==> src/hdl/pdlf_pkg.sv <==
// Shared widths, codes and types of the PD line-follow motor mix block.
package pdlf_pkg;

   localparam int POS_W      = 12;  // line position sample
   localparam int ERR_W      = 12;  // saturated error
   localparam int DERIV_W    = 13;  // error difference
   localparam int GAIN_W     = 7;   // gain numerator / denominator
   localparam int SPEED_W    = 8;   // motor speed and limit
   localparam int CENTER_W   = 15;  // center position range 0..32767
   localparam int PROD_W     = DERIV_W + GAIN_W + 1;  // signed product
   localparam int MAG_W      = PROD_W - 1;            // product magnitude
   localparam int QUOT_W     = MAG_W;                 // quotient bits
   localparam int SUM_W      = QUOT_W + 2;            // signed sum of two terms
   localparam int DIFF_W     = SPEED_W + 1;           // clamped drive difference
   localparam int DIV_CNT_W  = $clog2(QUOT_W + 1);
   localparam int CSR_IDX_W  = 3;
   localparam int CSR_DATA_W = SPEED_W;

   localparam int CENTER_DEFAULT = 2000;
   localparam logic [SPEED_W-1:0] SPEED_RESET = 8'd255;

   typedef enum logic [CSR_IDX_W-1:0] {
      CSR_ENABLE      = 3'd0,
      CSR_SPEED_LIMIT = 3'd1,
      CSR_PROP_NUM    = 3'd2,
      CSR_PROP_DEN    = 3'd3,
      CSR_DERIV_NUM   = 3'd4,
      CSR_DERIV_DEN   = 3'd5
   } csr_index_type;

   typedef enum logic [2:0] {
      ST_IDLE,
      ST_MUL_P,
      ST_DIV_P,
      ST_MUL_D,
      ST_DIV_D,
      ST_MIX
   } state_type;

   typedef struct packed {
      logic busy;
      logic done;
   } div_status_type;

endpackage

==> src/hdl/pdlf_req_if.sv <==
// Request channel: one line position sample per beat.
interface pdlf_req_if;
   logic                          valid;
   logic                          ready;
   logic [pdlf_pkg::POS_W-1:0]    sensor_pos;

   modport source (output valid, output sensor_pos, input ready);
   modport sink   (input valid, input sensor_pos, output ready);
endinterface

==> src/hdl/pdlf_rsp_if.sv <==
// Response channel: two motor speeds and a halt flag per beat.
interface pdlf_rsp_if;
   logic                          valid;
   logic                          ready;
   logic [pdlf_pkg::SPEED_W-1:0]  left_speed;
   logic [pdlf_pkg::SPEED_W-1:0]  right_speed;
   logic                          halted;

   modport source (output valid, output left_speed, output right_speed, output halted,
                   input ready);
   modport sink   (input valid, input left_speed, input right_speed, input halted,
                   output ready);
endinterface

==> src/hdl/pdlf_div.sv <==
// Iterative restoring divider, one quotient bit per cycle, unsigned operands.
module pdlf_div (
   input  logic                            clock,
   input  logic                            reset,
   input  logic                            start,
   input  logic [pdlf_pkg::MAG_W-1:0]      dividend,
   input  logic [pdlf_pkg::GAIN_W-1:0]     divisor,
   output logic [pdlf_pkg::QUOT_W-1:0]     quotient,
   output pdlf_pkg::div_status_type        status
);

   logic [pdlf_pkg::QUOT_W-1:0]    quot_ff, quot_in;
   logic [pdlf_pkg::GAIN_W-1:0]    rem_ff, rem_in;
   logic [pdlf_pkg::GAIN_W-1:0]    dsr_ff, dsr_in;
   logic [pdlf_pkg::DIV_CNT_W-1:0] cnt_ff, cnt_in;
   logic                           busy_ff, busy_in;
   logic                           done_ff, done_in;
   logic [pdlf_pkg::GAIN_W:0]      rem_shift;
   logic [pdlf_pkg::GAIN_W+1:0]    trial;

   assign rem_shift = {rem_ff, quot_ff[pdlf_pkg::QUOT_W-1]};
   assign trial     = {1'b0, rem_shift} - {2'b00, dsr_ff};

   always_comb begin
      quot_in = quot_ff;
      rem_in  = rem_ff;
      dsr_in  = dsr_ff;
      cnt_in  = cnt_ff;
      busy_in = busy_ff;
      done_in = 1'b0;
      if (start) begin
         quot_in = dividend;
         rem_in  = '0;
         dsr_in  = divisor;
         cnt_in  = pdlf_pkg::DIV_CNT_W'(pdlf_pkg::QUOT_W);
         busy_in = 1'b1;
      end else if (busy_ff) begin
         // subtract when the shifted remainder covers the divisor
         if (!trial[pdlf_pkg::GAIN_W+1]) begin
            rem_in = trial[pdlf_pkg::GAIN_W-1:0];
         end else begin
            rem_in = rem_shift[pdlf_pkg::GAIN_W-1:0];
         end
         quot_in = {quot_ff[pdlf_pkg::QUOT_W-2:0], ~trial[pdlf_pkg::GAIN_W+1]};
         cnt_in  = cnt_ff - 1'b1;
         if (cnt_ff == pdlf_pkg::DIV_CNT_W'(1)) begin
            busy_in = 1'b0;
            done_in = 1'b1;
         end
      end
   end

   always_ff @(posedge clock) begin
      quot_ff <= quot_in;
      rem_ff  <= rem_in;
      dsr_ff  <= dsr_in;
      cnt_ff  <= cnt_in;
      if (reset) begin
         busy_ff <= 1'b0;
         done_ff <= 1'b0;
      end else begin
         busy_ff <= busy_in;
         done_ff <= done_in;
      end
   end

   assign quotient = quot_ff;
   assign status   = '{busy: busy_ff, done: done_ff};

endmodule

==> src/hdl/pd_line_follow_motor_mix_unit.sv <==
// Top level of the PD line-follow controller with a two-motor speed mix.
//
// Usage: each request beat carries one line position sample. While enabled,
// the block answers every sample with exactly one response beat holding the
// left and right motor speeds; while disabled, samples are accepted and dropped.
// A zero gain denominator yields a beat with both speeds zero and halted set,
// and leaves the stored previous error untouched.
// Sequence: for a normal sample, each gain term takes a multiply step, the
// divider and a handoff step; then one mix step loads the response register.
// The single shared restoring divider works one quotient bit per cycle. A
// halted sample goes from acceptance straight to the mix step; a disabled one
// is dropped at acceptance.
// Flow: one sample at a time; req.ready is high only while idle.
// Stall: the finished result sits in an output register; a new sample can be
// accepted while it waits. If the sink still stalls when the next result is
// ready, the sequencer holds in the mix step until the register frees.
// Reset: synchronous; clears the sequencer, the output valid, the previous
// error and the registers (speed_limit to 255, all others to 0).
// Registers are written through csr_we/csr_index/csr_wdata by the user only
// while idle; the block itself does not enforce this.
module pd_line_follow_motor_mix_unit #(
   parameter int CENTER_POSITION = pdlf_pkg::CENTER_DEFAULT
) (
   input  logic                               clock,
   input  logic                               reset,
   pdlf_req_if.sink                           req_bus,
   pdlf_rsp_if.source                         rsp_bus,
   input  logic                               csr_we,
   input  logic [pdlf_pkg::CSR_IDX_W-1:0]     csr_index,
   input  logic [pdlf_pkg::CSR_DATA_W-1:0]    csr_wdata
);

   localparam logic signed [pdlf_pkg::CENTER_W+1:0] CENTER_S =
      (pdlf_pkg::CENTER_W+2)'(CENTER_POSITION);

   // configuration registers
   logic                              enable_ff;
   logic [pdlf_pkg::SPEED_W-1:0]      speed_limit_ff;
   logic [pdlf_pkg::GAIN_W-1:0]       prop_num_ff, prop_den_ff;
   logic [pdlf_pkg::GAIN_W-1:0]       deriv_num_ff, deriv_den_ff;

   // sequencer and datapath
   pdlf_pkg::state_type               state_ff, state_in;
   logic signed [pdlf_pkg::ERR_W-1:0]   err_ff, err_in;
   logic signed [pdlf_pkg::ERR_W-1:0]   prev_err_ff;
   logic signed [pdlf_pkg::DERIV_W-1:0] deriv_ff, deriv_in;
   logic signed [pdlf_pkg::SUM_W-1:0]   acc_ff, acc_in;
   logic                              halt_ff;
   logic                              neg_ff;

   // response register
   logic                              rsp_valid_ff;
   logic [pdlf_pkg::SPEED_W-1:0]      left_ff, left_in;
   logic [pdlf_pkg::SPEED_W-1:0]      right_ff, right_in;
   logic                              halted_ff;

   logic                              accept;
   logic                              den_zero;
   logic                              rsp_free;
   logic                              mix_load;
   logic signed [pdlf_pkg::CENTER_W+1:0] pos_diff;

   // shared multiplier and divider port
   logic                              mul_sel_d;
   logic                              div_start;
   logic signed [pdlf_pkg::DERIV_W-1:0] mul_a;
   logic [pdlf_pkg::GAIN_W-1:0]       mul_b;
   logic [pdlf_pkg::GAIN_W-1:0]       div_den;
   logic signed [pdlf_pkg::PROD_W-1:0]  prod;
   logic [pdlf_pkg::PROD_W-1:0]       prod_abs;
   logic [pdlf_pkg::QUOT_W-1:0]       quot;
   logic signed [pdlf_pkg::SUM_W-1:0]   quot_s;
   pdlf_pkg::div_status_type          div_stat;

   // clamp and mix
   logic signed [pdlf_pkg::SUM_W-1:0]   limit_s;
   logic signed [pdlf_pkg::DIFF_W-1:0]  diff;

   assign accept   = req_bus.valid && req_bus.ready;
   assign den_zero = (prop_den_ff == '0) || (deriv_den_ff == '0);
   assign rsp_free = !rsp_valid_ff || rsp_bus.ready;
   assign mix_load = (state_ff == pdlf_pkg::ST_MIX) && rsp_free;

   // ---------------------------------------------------------------------
   // Configuration writes
   // ---------------------------------------------------------------------
   always_ff @(posedge clock) begin
      if (reset) begin
         enable_ff      <= 1'b0;
         speed_limit_ff <= pdlf_pkg::SPEED_RESET;
         prop_num_ff    <= '0;
         prop_den_ff    <= '0;
         deriv_num_ff   <= '0;
         deriv_den_ff   <= '0;
      end else if (csr_we) begin
         case (csr_index)
            pdlf_pkg::CSR_ENABLE:      enable_ff      <= csr_wdata[0];
            pdlf_pkg::CSR_SPEED_LIMIT: speed_limit_ff <= csr_wdata;
            pdlf_pkg::CSR_PROP_NUM:    prop_num_ff    <= csr_wdata[pdlf_pkg::GAIN_W-1:0];
            pdlf_pkg::CSR_PROP_DEN:    prop_den_ff    <= csr_wdata[pdlf_pkg::GAIN_W-1:0];
            pdlf_pkg::CSR_DERIV_NUM:   deriv_num_ff   <= csr_wdata[pdlf_pkg::GAIN_W-1:0];
            pdlf_pkg::CSR_DERIV_DEN:   deriv_den_ff   <= csr_wdata[pdlf_pkg::GAIN_W-1:0];
            default: ;  // drop writes beyond the register list
         endcase
      end
   end

   // ---------------------------------------------------------------------
   // Error and derivative, formed at acceptance
   // ---------------------------------------------------------------------
   assign pos_diff = $signed({{(pdlf_pkg::CENTER_W+2-pdlf_pkg::POS_W){1'b0}},
                              req_bus.sensor_pos}) - CENTER_S;

   always_comb begin
      // saturate to the 12-bit signed range
      if (pos_diff < -(pdlf_pkg::CENTER_W+2)'(2048)) begin
         err_in = -12'sd2048;
      end else if (pos_diff > (pdlf_pkg::CENTER_W+2)'(2047)) begin
         err_in = 12'sd2047;
      end else begin
         err_in = pos_diff[pdlf_pkg::ERR_W-1:0];
      end
      deriv_in = (pdlf_pkg::DERIV_W)'(err_in) - (pdlf_pkg::DERIV_W)'(prev_err_ff);
   end

   // ---------------------------------------------------------------------
   // Sequencer: next state
   // ---------------------------------------------------------------------
   always_comb begin
      state_in = state_ff;
      case (state_ff)
         pdlf_pkg::ST_IDLE: begin
            if (accept && enable_ff) begin
               state_in = den_zero ? pdlf_pkg::ST_MIX : pdlf_pkg::ST_MUL_P;
            end
         end
         pdlf_pkg::ST_MUL_P: state_in = pdlf_pkg::ST_DIV_P;
         pdlf_pkg::ST_DIV_P: begin
            if (div_stat.done) begin
               state_in = pdlf_pkg::ST_MUL_D;
            end
         end
         pdlf_pkg::ST_MUL_D: state_in = pdlf_pkg::ST_DIV_D;
         pdlf_pkg::ST_DIV_D: begin
            if (div_stat.done) begin
               state_in = pdlf_pkg::ST_MIX;
            end
         end
         pdlf_pkg::ST_MIX: begin
            if (rsp_free) begin
               state_in = pdlf_pkg::ST_IDLE;
            end
         end
         default: state_in = pdlf_pkg::ST_IDLE;
      endcase
   end

   // ---------------------------------------------------------------------
   // Sequencer: outputs
   // ---------------------------------------------------------------------
   always_comb begin
      req_bus.ready = 1'b0;
      div_start     = 1'b0;
      mul_sel_d     = 1'b0;
      case (state_ff)
         pdlf_pkg::ST_IDLE:  req_bus.ready = 1'b1;
         pdlf_pkg::ST_MUL_P: div_start = 1'b1;
         pdlf_pkg::ST_MUL_D: begin
            div_start = 1'b1;
            mul_sel_d = 1'b1;
         end
         default: ;
      endcase
   end

   // ---------------------------------------------------------------------
   // Shared multiplier feeding the divider
   // ---------------------------------------------------------------------
   assign mul_a   = mul_sel_d ? deriv_ff : (pdlf_pkg::DERIV_W)'(err_ff);
   assign mul_b   = mul_sel_d ? deriv_num_ff : prop_num_ff;
   assign div_den = mul_sel_d ? deriv_den_ff : prop_den_ff;
   assign prod    = mul_a * $signed({1'b0, mul_b});
   assign prod_abs = prod[pdlf_pkg::PROD_W-1] ? -prod : prod;

   pdlf_div u_div (
      .clock    (clock),
      .reset    (reset),
      .start    (div_start),
      .dividend (prod_abs[pdlf_pkg::MAG_W-1:0]),
      .divisor  (div_den),
      .quotient (quot),
      .status   (div_stat)
   );

   // restore the sign: truncation toward zero
   assign quot_s = neg_ff ? -(pdlf_pkg::SUM_W)'(quot) : (pdlf_pkg::SUM_W)'(quot);

   always_comb begin
      acc_in = acc_ff;
      if (div_stat.done && state_ff == pdlf_pkg::ST_DIV_P) begin
         acc_in = quot_s;
      end else if (div_stat.done && state_ff == pdlf_pkg::ST_DIV_D) begin
         acc_in = acc_ff + quot_s;
      end
   end

   // ---------------------------------------------------------------------
   // Clamp and mix
   // ---------------------------------------------------------------------
   assign limit_s = $signed({{(pdlf_pkg::SUM_W-pdlf_pkg::SPEED_W){1'b0}}, speed_limit_ff});

   always_comb begin
      if (acc_ff < -limit_s) begin
         diff = -(pdlf_pkg::DIFF_W)'(limit_s);
      end else if (acc_ff > limit_s) begin
         diff = (pdlf_pkg::DIFF_W)'(limit_s);
      end else begin
         diff = acc_ff[pdlf_pkg::DIFF_W-1:0];
      end
      if (halt_ff) begin
         left_in  = '0;
         right_in = '0;
      end else if (diff < 0) begin
         // slow the left wheel
         left_in  = speed_limit_ff + diff[pdlf_pkg::SPEED_W-1:0];
         right_in = speed_limit_ff;
      end else begin
         left_in  = speed_limit_ff;
         right_in = speed_limit_ff - diff[pdlf_pkg::SPEED_W-1:0];
      end
   end

   // ---------------------------------------------------------------------
   // Registers
   // ---------------------------------------------------------------------
   always_ff @(posedge clock) begin
      if (accept) begin
         err_ff   <= err_in;
         deriv_ff <= deriv_in;
         halt_ff  <= den_zero;
      end
      if (div_start) begin
         neg_ff <= prod[pdlf_pkg::PROD_W-1];
      end
      acc_ff <= acc_in;
      if (mix_load) begin
         left_ff   <= left_in;
         right_ff  <= right_in;
         halted_ff <= halt_ff;
      end
   end

   always_ff @(posedge clock) begin
      if (reset) begin
         state_ff     <= pdlf_pkg::ST_IDLE;
         prev_err_ff  <= '0;
         rsp_valid_ff <= 1'b0;
      end else begin
         state_ff <= state_in;
         // advance the stored error only on a computed sample
         if (accept && enable_ff && !den_zero) begin
            prev_err_ff <= err_in;
         end
         if (mix_load) begin
            rsp_valid_ff <= 1'b1;
         end else if (rsp_bus.ready) begin
            rsp_valid_ff <= 1'b0;
         end
      end
   end

   assign rsp_bus.valid       = rsp_valid_ff;
   assign rsp_bus.left_speed  = left_ff;
   assign rsp_bus.right_speed = right_ff;
   assign rsp_bus.halted      = halted_ff;

   // ---------------------------------------------------------------------
   // Assertions
   // ---------------------------------------------------------------------
   a_halt_zero: assert property (@(posedge clock) disable iff (reset)
      rsp_bus.valid && rsp_bus.halted |-> rsp_bus.left_speed == '0 && rsp_bus.right_speed == '0)
      else $error("halted beat carries nonzero speed");

   a_one_wheel_full: assert property (@(posedge clock) disable iff (reset)
      rsp_bus.valid && !rsp_bus.halted |->
         rsp_bus.left_speed == speed_limit_ff || rsp_bus.right_speed == speed_limit_ff)
      else $error("neither wheel runs at the speed limit");

   a_div_start_idle: assert property (@(posedge clock) disable iff (reset)
      div_start |-> !div_stat.busy)
      else $error("divider restarted while busy");

   a_drop_disabled: assert property (@(posedge clock) disable iff (reset)
      accept && !enable_ff |=> state_ff == pdlf_pkg::ST_IDLE && !$rose(rsp_valid_ff))
      else $error("disabled sample produced work");

endmodule

==> src/flat_wrapper.sv <==
// flat-port wrapper written by rule: the top's interface ports become plain ports
module pd_line_follow_motor_mix_unit_flat 
#(
   parameter int CENTER_POSITION = pdlf_pkg::CENTER_DEFAULT
)
  (clock, reset, csr_we, csr_index, csr_wdata, req_bus_valid, req_bus_sensor_pos, req_bus_ready, rsp_bus_valid, rsp_bus_left_speed, rsp_bus_right_speed, rsp_bus_halted, rsp_bus_ready);
  pdlf_req_if req_bus_i ();
  pdlf_rsp_if rsp_bus_i ();
  input  logic clock;
  input  logic reset;
  input  logic csr_we;
  input  logic [pdlf_pkg::CSR_IDX_W-1:0] csr_index;
  input  logic [pdlf_pkg::CSR_DATA_W-1:0] csr_wdata;
  input wire logic [$bits(req_bus_i.valid)-1:0] req_bus_valid;
  input wire logic [$bits(req_bus_i.sensor_pos)-1:0] req_bus_sensor_pos;
  output wire logic [$bits(req_bus_i.ready)-1:0] req_bus_ready;
  output wire logic [$bits(rsp_bus_i.valid)-1:0] rsp_bus_valid;
  output wire logic [$bits(rsp_bus_i.left_speed)-1:0] rsp_bus_left_speed;
  output wire logic [$bits(rsp_bus_i.right_speed)-1:0] rsp_bus_right_speed;
  output wire logic [$bits(rsp_bus_i.halted)-1:0] rsp_bus_halted;
  input wire logic [$bits(rsp_bus_i.ready)-1:0] rsp_bus_ready;
  assign req_bus_i.valid = req_bus_valid;
  assign req_bus_i.sensor_pos = req_bus_sensor_pos;
  assign req_bus_ready = req_bus_i.ready;
  assign rsp_bus_valid = rsp_bus_i.valid;
  assign rsp_bus_left_speed = rsp_bus_i.left_speed;
  assign rsp_bus_right_speed = rsp_bus_i.right_speed;
  assign rsp_bus_halted = rsp_bus_i.halted;
  assign rsp_bus_i.ready = rsp_bus_ready;
  pd_line_follow_motor_mix_unit #(.CENTER_POSITION(CENTER_POSITION)) u_core (.clock(clock), .reset(reset), .req_bus(req_bus_i), .rsp_bus(rsp_bus_i), .csr_we(csr_we), .csr_index(csr_index), .csr_wdata(csr_wdata));
endmodule
==> config.mk <==
export PLATFORM = sky130hd
export DESIGN_NAME = pd_line_follow_motor_mix_unit_flat
export DESIGN_NICKNAME = d
export VERILOG_FILES = /design/src/hdl/pdlf_pkg.sv /design/src/hdl/pdlf_req_if.sv /design/src/hdl/pdlf_rsp_if.sv /design/src/hdl/pdlf_div.sv /design/src/hdl/pd_line_follow_motor_mix_unit.sv /design/src/flat_wrapper.sv
export SDC_FILE = /design/constraint.sdc
export NUM_CORES = 1
export LEC_CHECK = 0
export ABC_AREA = 1
export ABC_CLOCK_PERIOD_IN_PS = 5200
export BUFFER_PORTS_ARGS = -buffer_cell sky130_fd_sc_hd__buf_2
export CAP_MARGIN = 20
export CORE_ASPECT_RATIO = 1.1
export CORE_UTILIZATION = 54
export CTS_CLUSTER_DIAMETER = 200
export DETAILED_ROUTE_END_ITERATION = 7
export GPL_TIMING_DRIVEN = 0
export HOLD_SLACK_MARGIN = 0.15
export PLACE_DENSITY = 0.74
export SYNTH_ARGS = -nofsm -noshare
export SYNTH_HDL_FRONTEND = slang
export SYNTH_SLANG_ARGS = --single-unit
==> constraint.sdc <==
create_clock -name clock -period 5.2 [get_ports clock]
set_clock_uncertainty 0.1 [all_clocks]
set_input_delay 1.04 -clock clock [delete_from_list [all_inputs] [get_ports clock]]
set_output_delay 1.04 -clock clock [all_outputs]
set_load 0.01 [all_outputs]
==> results of run 1 <==
[layout make-up]
cell class,instances,share of cell area [%]
multi-input combinational,1447,57.0
inverter,376,8.05
clock buffer,17,2.38
tap,357,2.50
sequential,160,23.2
timing repair buffer,100,4.19
clock inverter,15,1.18
buffer,39,1.43
[worst max path at each step]
| stage | slack (ns) | startpoint | endpoint | depth (start not counted) |
|---|---|---|---|---|
| after detailed placement | -1.02 | u_core.state_ff[0]$_SDFFE_PP0P_ | u_core.u_div.quotient[19]$_DFFE_PP_ | 28 |
| final | -0.37 | u_core.state_ff[0]$_SDFFE_PP0P_ | u_core.u_div.quotient[19]$_DFFE_PP_ | 31 |
| after global routing | -0.55 | u_core.state_ff[0]$_SDFFE_PP0P_ | u_core.u_div.quotient[19]$_DFFE_PP_ | 33 |
| after global placement | -0.92 | u_core.state_ff[0]$_SDFFE_PP0P_ | u_core.u_div.quotient[19]$_DFFE_PP_ | 28 |
| after floorplan | 0.003 | u_core.state_ff[0]$_SDFFE_PP0P_ | u_core.u_div.quotient[8]$_DFFE_PP_ | 28 |
| after CTS | -0.27 | u_core.state_ff[0]$_SDFFE_PP0P_ | u_core.u_div.quotient[19]$_DFFE_PP_ | 31 |
[routing by layer]
metal	global-route usage (%)	vias to the layer above
li1	-	6735
met1	30.3	6414
met2	51.1	395
met3	3.19	86
met4	10.0	0
met5	0	-
[critical path, delay by kind of cell (launching register included)]
kind	cells	cell delay [ns]
buffers and inverters	10	1.01
adders and majority gates	5	2.32
AOI/OAI and AO/OA	1	0.22
and+or+nand+nor	15	1.33
DFF	1	0.34
[logic make-up after synthesis]
| kind of cell | count (synthesis) | synth area share [%] |
|---|---|---|
| AOI/OAI and AO/OA | 350 | 12.7 |
| xor gates and xnor gates | 75 | 4.42 |
| adders and majority gates | 211 | 21.6 |
| buffers and inverters | 417 | 10.7 |
| DFF | 160 | 27.8 |
| muxes | 2 | 0.135 |
| and+or+nand+nor | 808 | 22.6 |
[synth_stat cells (15+ instances only)]
cell type and instances:
ha_1 135, nand3_1 88, fa_1 76, dfxtp_1 67
xnor2_1 17, o21ai_0 150, o21ai_1 18, a21oi_1 128
edfxtp_1 93, nor3_1 21, clkbuf_1 34, nor2_1 224
nand4_1 15, inv_1 371, nand2_1 420, xor2_1 58
o211ai_1 18
[stage by stage]
stage	setup TNS (ns)	hold WS [ns]	worst slack (ns)	cell area (um2)	util, %
CTS	-4.29	0.364	-0.266	17200	64.0
global route	-9.53	0.395	-0.551	17900	66.2
finish	-5.55	0.368	-0.369	17900	66.2
floorplan	0	0.325	0.00319	15000	-
global placement	-15.41	0.336	-0.917	15700	58.3
detailed placement	-17.98	0.341	-1.02	15700	58.4
[state kept, by name, indices dropped and copies added (netlist names), 3 cells and up]
register,flops
u_core.acc_ff,22
u_core.u_div.quotient,20
u_core.deriv_ff,13
u_core.err_ff,12
u_core.prev_err_ff,12
u_core.rsp_bus.left_speed,8
u_core.rsp_bus.right_speed,8
u_core.speed_limit_ff,8
u_core.deriv_den_ff,7
u_core.deriv_num_ff,7
u_core.prop_den_ff,7
u_core.prop_num_ff,7
u_core.u_div.dsr_ff,7
u_core.u_div.rem_ff,7
u_core.u_div.cnt_ff,5
u_core.state_ff,3
[power by group]
part	switching, uW	internal [uW]	total, uW
combinational	2170	1220	3390
sequential	153	1730	1890
clock	657	663	1320
[what timing repair did]
item                       4_1_cts  5_1_grt
setup buffers                   28       21
resized for setup              148      150
pin swaps                       51       88
gates cloned                     4        0
setup endpoints to repair       29       28
==> flow_summary.json, run 1 <==
{
  "setup_viol": 19,
  "ys_top_cells_by_area": "edfxtp_1 19%, ha_1 11%, nand2_1 11%",
  "synth_nets": 2262,
  "synthArstFlopShare_pct": 0,
  "cts_tree": "done",
  "first_global_vias": 13100,
  "cp_common_cell": "nand2_2",
  "hpwl_um": 29100,
  "synthDistinctLibCells": 51,
  "setup_ws_ns": -0.369,
  "fillers": 2206,
  "tightest_slew_ns": 1.00,
  "crit_required_ns": 5.28,
  "syn_area_per_cell_um2": 7.34,
  "reg2reg_to": "u_core.u_div.quotient[19]$_DFFE_PP_",
  "cp.arrival_ns": 5.65,
  "clock_latency_ns": 0.44,
  "die-area_um2": 28200,
  "outcome": "complete, but fails checks",
  "final_cell_mix": "364 x nand2_1, 335 x inv_1, 200 x nor2_1, 119 x ha_1, 118 x o21ai_0",
  "grt_pass1_wl_um": 61100,
  "fmax_mhz": 180,
  "wl_met3_um": 1530,
  "crit_fanout": 10,
  "core_area_um2": 27000,
  "wl_per_cell_um": 15.6,
  "drv_slew": 0,
  "ir_drop_v": 0.000221,
  "cts.path.max_buffers": 2,
  "start_util_pct": 55.1,
  "min_period_ns": 5.57,
  "regToRegStartpoint": "u_core.state_ff[0]$_SDFFE_PP0P_",
  "cts_root_buf": "clkbuf_16",
  "io_buffers": 45,
  "drive_gt1_share_pct": 17.9,
  "grt_max_degree": 23,
  "antenna_left": 0,
  "crit_path_max_incr_delay_ns": 0.54,
  "violations": "negative setup slack",
  "overflow": 0,
  "rrSetupSlack_ns": -0.37,
  "yosys_warnings": 0,
  "vias_per_cell": 5.43,
  "chipHeight_um": 176,
  "grt_antenna_before_repair": 0,
  "ys_ff_latch": 160,
  "clk_pin_slew_ns": 0.08,
  "crit_slowest_cell": "fa_1",
  "p_total_uw": 6600,
  "cts_made_buffers": 17,
  "synth_top_area_share_pct": 18.8,
  "syn_area_um2": 14800,
  "syn2layout_area_growth_pct": 20.2,
  "met2WireLength_um": 21100,
  "fin_crit_sh_pct": 107,
  "via_count": 13600,
  "routedLengthMet1_um": 15500,
  "drc": 0,
  "die_x_um": 160,
  "drv_cap": 0,
  "synth_flop_cell": "edfxtp_1",
  "finalHoldViolCount": 0,
  "boundaryPins": 47,
  "drt_iter0_drc": 968,
  "dp_cells": 2428,
  "wl_um": 39100,
  "min_to": "u_core.u_div.rem_ff[6]$_SDFFE_PN0P_",
  "rsz0062_at_grt": "true",
  "fin_nets": 2380,
  "cts.htree.levels": 4,
  "track_usage_pct": 26.8,
  "dr.max_layer_used": "met4",
  "leakage_uw": 0.00848,
  "place.gp.congestion": 0.957,
  "synth_edf_count": 93,
  "cts_hold_buf": 0,
  "ys_seq_area_share_pct": 27.8,
  "hp-start": "u_core.u_div.rem_ff[6]$_SDFFE_PN0P_",
  "syn_inst": 2023,
  "cts.sinks": 160,
  "final-instance-count-excl-fill": 2511,
  "r2r_cells": 31,
  "multiInputGateArea_um2": 10200,
  "power.density_nw_per_um2": 370,
  "regArea_um2": 4150,
  "hold_class": "reg2reg",
  "firstDrtPassIters": 6,
  "yosys.area.top_type": "edfxtp_1",
  "insertedDiodeCount": 0,
  "start_kind": "register",
  "rows": 63,
  "final_common_cell": "nand2_1",
  "worstSetupPathType": "reg2reg",
  "crit_path_end_kind": "register",
  "slew_headroom_pct": 33.2,
  "holdPathStages": 2
}
(Power assumes the default switching activity.)
==> run 2, diff against run 1 <==
--- a/config.mk
+++ b/config.mk
@@ -6,7 +6,7 @@
 export NUM_CORES = 1
 export LEC_CHECK = 0
 export ABC_AREA = 1
-export ABC_CLOCK_PERIOD_IN_PS = 5200
+export ABC_CLOCK_PERIOD_IN_PS = 7000
 export BUFFER_PORTS_ARGS = -buffer_cell sky130_fd_sc_hd__buf_2
 export CAP_MARGIN = 20
 export CORE_ASPECT_RATIO = 1.1
@@ -15,7 +15,7 @@
 export DETAILED_ROUTE_END_ITERATION = 7
 export GPL_TIMING_DRIVEN = 0
 export HOLD_SLACK_MARGIN = 0.15
-export PLACE_DENSITY = 0.74
+export PLACE_DENSITY = 0.71
 export SYNTH_ARGS = -nofsm -noshare
 export SYNTH_HDL_FRONTEND = slang
 export SYNTH_SLANG_ARGS = --single-unit
==> constraint.sdc (replaced) <==
create_clock -name clock -period 7 [get_ports clock]
set_clock_uncertainty 0.1 [all_clocks]
set_input_delay 1.4 -clock clock [delete_from_list [all_inputs] [get_ports clock]]
set_output_delay 1.4 -clock clock [all_outputs]
set_load 0.01 [all_outputs]
==> flow_summary.json, run 2 (synthesis gave the netlist of run 1 again) <==
{
  "outcome": "completed",
  "die-area_um2": 28200,
  "holdPathStages": 2,
  "top_register": "u_core.acc_ff",
  "drt_iter0_drc": 962,
  "multiInputGateArea_um2": 9130,
  "pwr-share-seq_pct": 30.6,
  "track_usage_pct": 25.7,
  "holdWs_ns": 0.356,
  "pwr-share-comb_pct": 48.0,
  "power_switching_uw": 2030,
  "r2r_cells": 30,
  "insertedDiodeCount": 0,
  "clock_latency_ns": 0.44,
  "boundaryPins": 47,
  "finalHoldViolCount": 0,
  "cp.arrival_ns": 6.52,
  "cts.path.max_buffers": 2,
  "dpl_worst_slack_ns": 0.432,
  "final-instance-count-excl-fill": 2460,
  "setup_viol": 0,
  "hp-start": "u_core.deriv_num_ff[1]$_SDFFE_PP0P_",
  "ctsResizeCount": 0,
  "first_global_vias": 12500,
  "largest_register_ffs": 22,
  "drv_cap": 0,
  "tightest_slew_ns": 0.955,
  "power.density_nw_per_um2": 282,
  "drc": 0,
  "cp_common_cell": "nand2_1",
  "via_count": 13100,
  "final_common_cell": "nand2_1",
  "rsz0062_at_grt": "false",
  "overflow": 0,
  "cts_made_buffers": 17,
  "fmax_mhz": 155,
  "hpwl_um": 28900,
  "crit_required_ns": 7.08,
  "dp_cells": 2428,
  "grt_antenna_before_repair": 0,
  "firstDrtPassIters": 5,
  "antenna_left": 0,
  "start_kind": "register",
  "place.gp.congestion": 0.960,
  "core_area_um2": 27000,
  "swShare_pct": 44.5,
  "post_cts_buffers": 0,
  "leakage_uw": 0.00799,
  "setup_ws_ns": 0.558,
  "grt_max_degree": 23,
  "crit_fanout": 10,
  "wl_per_cell_um": 14.5,
  "intPower_uw": 2530,
  "crit_path_end_kind": "register",
  "cts.sinks": 160,
  "cts_hold_buf": 0,
  "fin_tns_setup_ns": 0,
  "hold_class": "reg2reg",
  "cts_tree": "done",
  "min_to": "u_core.deriv_num_ff[1]$_SDFFE_PP0P_",
  "fin_crit_sh_pct": 92.0,
  "fin_nets": 2329,
  "regArea_um2": 4130,
  "cts_root_buf": "clkbuf_16",
  "rrSetupSlack_ns": 0.56,
  "drive_gt1_share_pct": 5.85,
  "start_util_pct": 55.1,
  "crit_path_max_incr_delay_ns": 0.65,
  "ir_drop_v": 0.000178,
  "final_cell_mix": "420 x nand2_1, 371 x inv_1, 223 x nor2_1, 150 x o21ai_0, 135 x ha_1",
  "min_period_ns": 6.44,
  "cts.htree.levels": 4,
  "wl_um": 35600,
  "rows": 63,
  "fillers": 2535,
  "slew_headroom_pct": 36.4,
  "io_buffers": 45,
  "syn2layout_area_growth_pct": 9.18,
  "die_x_um": 160,
  "regToRegStartpoint": "u_core.state_ff[2]$_SDFFE_PP0P_",
  "vias_per_cell": 5.31,
  "worstSetupPathType": "reg2reg",
  "chipHeight_um": 176,
  "crit_slowest_cell": "fa_1",
  "grt_pass1_wl_um": 58400,
  "clk_pin_slew_ns": 0.07,
  "p_clk_share_pct": 21.4,
  "drv_slew": 0,
  "reg2reg_to": "u_core.u_div.quotient[19]$_DFFE_PP_"
}
## run 2: worst max-delay path by stage
| stage | startpoint | to | slack, ns | cells after the start |
|---|---|---|---|---|
| after detailed placement | u_core.state_ff[2]$_SDFFE_PP0P_ | u_core.u_div.quotient[19]$_DFFE_PP_ | 0.43 | 28 |
| final | u_core.state_ff[2]$_SDFFE_PP0P_ | u_core.u_div.quotient[19]$_DFFE_PP_ | 0.56 | 30 |
| after global placement | u_core.state_ff[2]$_SDFFE_PP0P_ | u_core.u_div.quotient[19]$_DFFE_PP_ | 0.48 | 30 |
| after CTS | u_core.state_ff[2]$_SDFFE_PP0P_ | u_core.u_div.quotient[19]$_DFFE_PP_ | 0.40 | 30 |
| after floorplan | u_core.state_ff[2]$_SDFFE_PP0P_ | u_core.u_div.quotient[17]$_DFFE_PP_ | 1.33 | 30 |
| after global routing | u_core.state_ff[2]$_SDFFE_PP0P_ | u_core.u_div.quotient[16]$_DFFE_PP_ | 0.09 | 30 |
## run 2: worst max-delay path, delay by kind of cell (launching register included)
kind	cells	cell delay, ns
AND/OR/NAND/NOR	16	1.99
adder cells (fa/ha/maj)	5	2.62
buffers and inverters	9	0.99
flip-flops	1	0.48
## run 2: through the flow
| stage | power, uW | utilization (%) | area (um2) |
|---|---|---|---|
| 2_1_floorplan | 3040 | - | 14800 |
| 3_3_place_gp | 3510 | 57.6 | 15500 |
| 3_5_place_dp | 3570 | 57.8 | 15600 |
| 4_1_cts | 4560 | 60.1 | 16200 |
| 5_1_grt | 4920 | 60.1 | 16200 |
| 6_report | 4570 | 60.1 | 16200 |
## run 2: final cells by class
class	count	share of cell area [%]
flip-flops and latches	160	25.5
plain buffers	41	1.11
inverters	376	8.72
clock inverters	15	1.26
clock buffers	17	2.62
multi-input cells	1446	56.3
repair buffers	48	1.72
well taps	357	2.76
## run 2: power groups by stage
stage	sequential (uW)	clock [uW]	combinational [uW]
6_report	1400	979	2190
5_1_grt	1420	1030	2480
4_1_cts	1390	988	2180
3_5_place_dp	1410	0	2160
3_3_place_gp	1420	0	2100
2_1_floorplan	1390	0	1650
## run 2: metal layers
layer  global-route usage (%)  up-vias  share of wire (%)
met5                        0        -                  0
met4                     9.96        0                3.1
met3                     2.53       73                3.5
met2                     47.0      299                 51
met1                     30.9     6054                 42
li1                         -     6627                  -
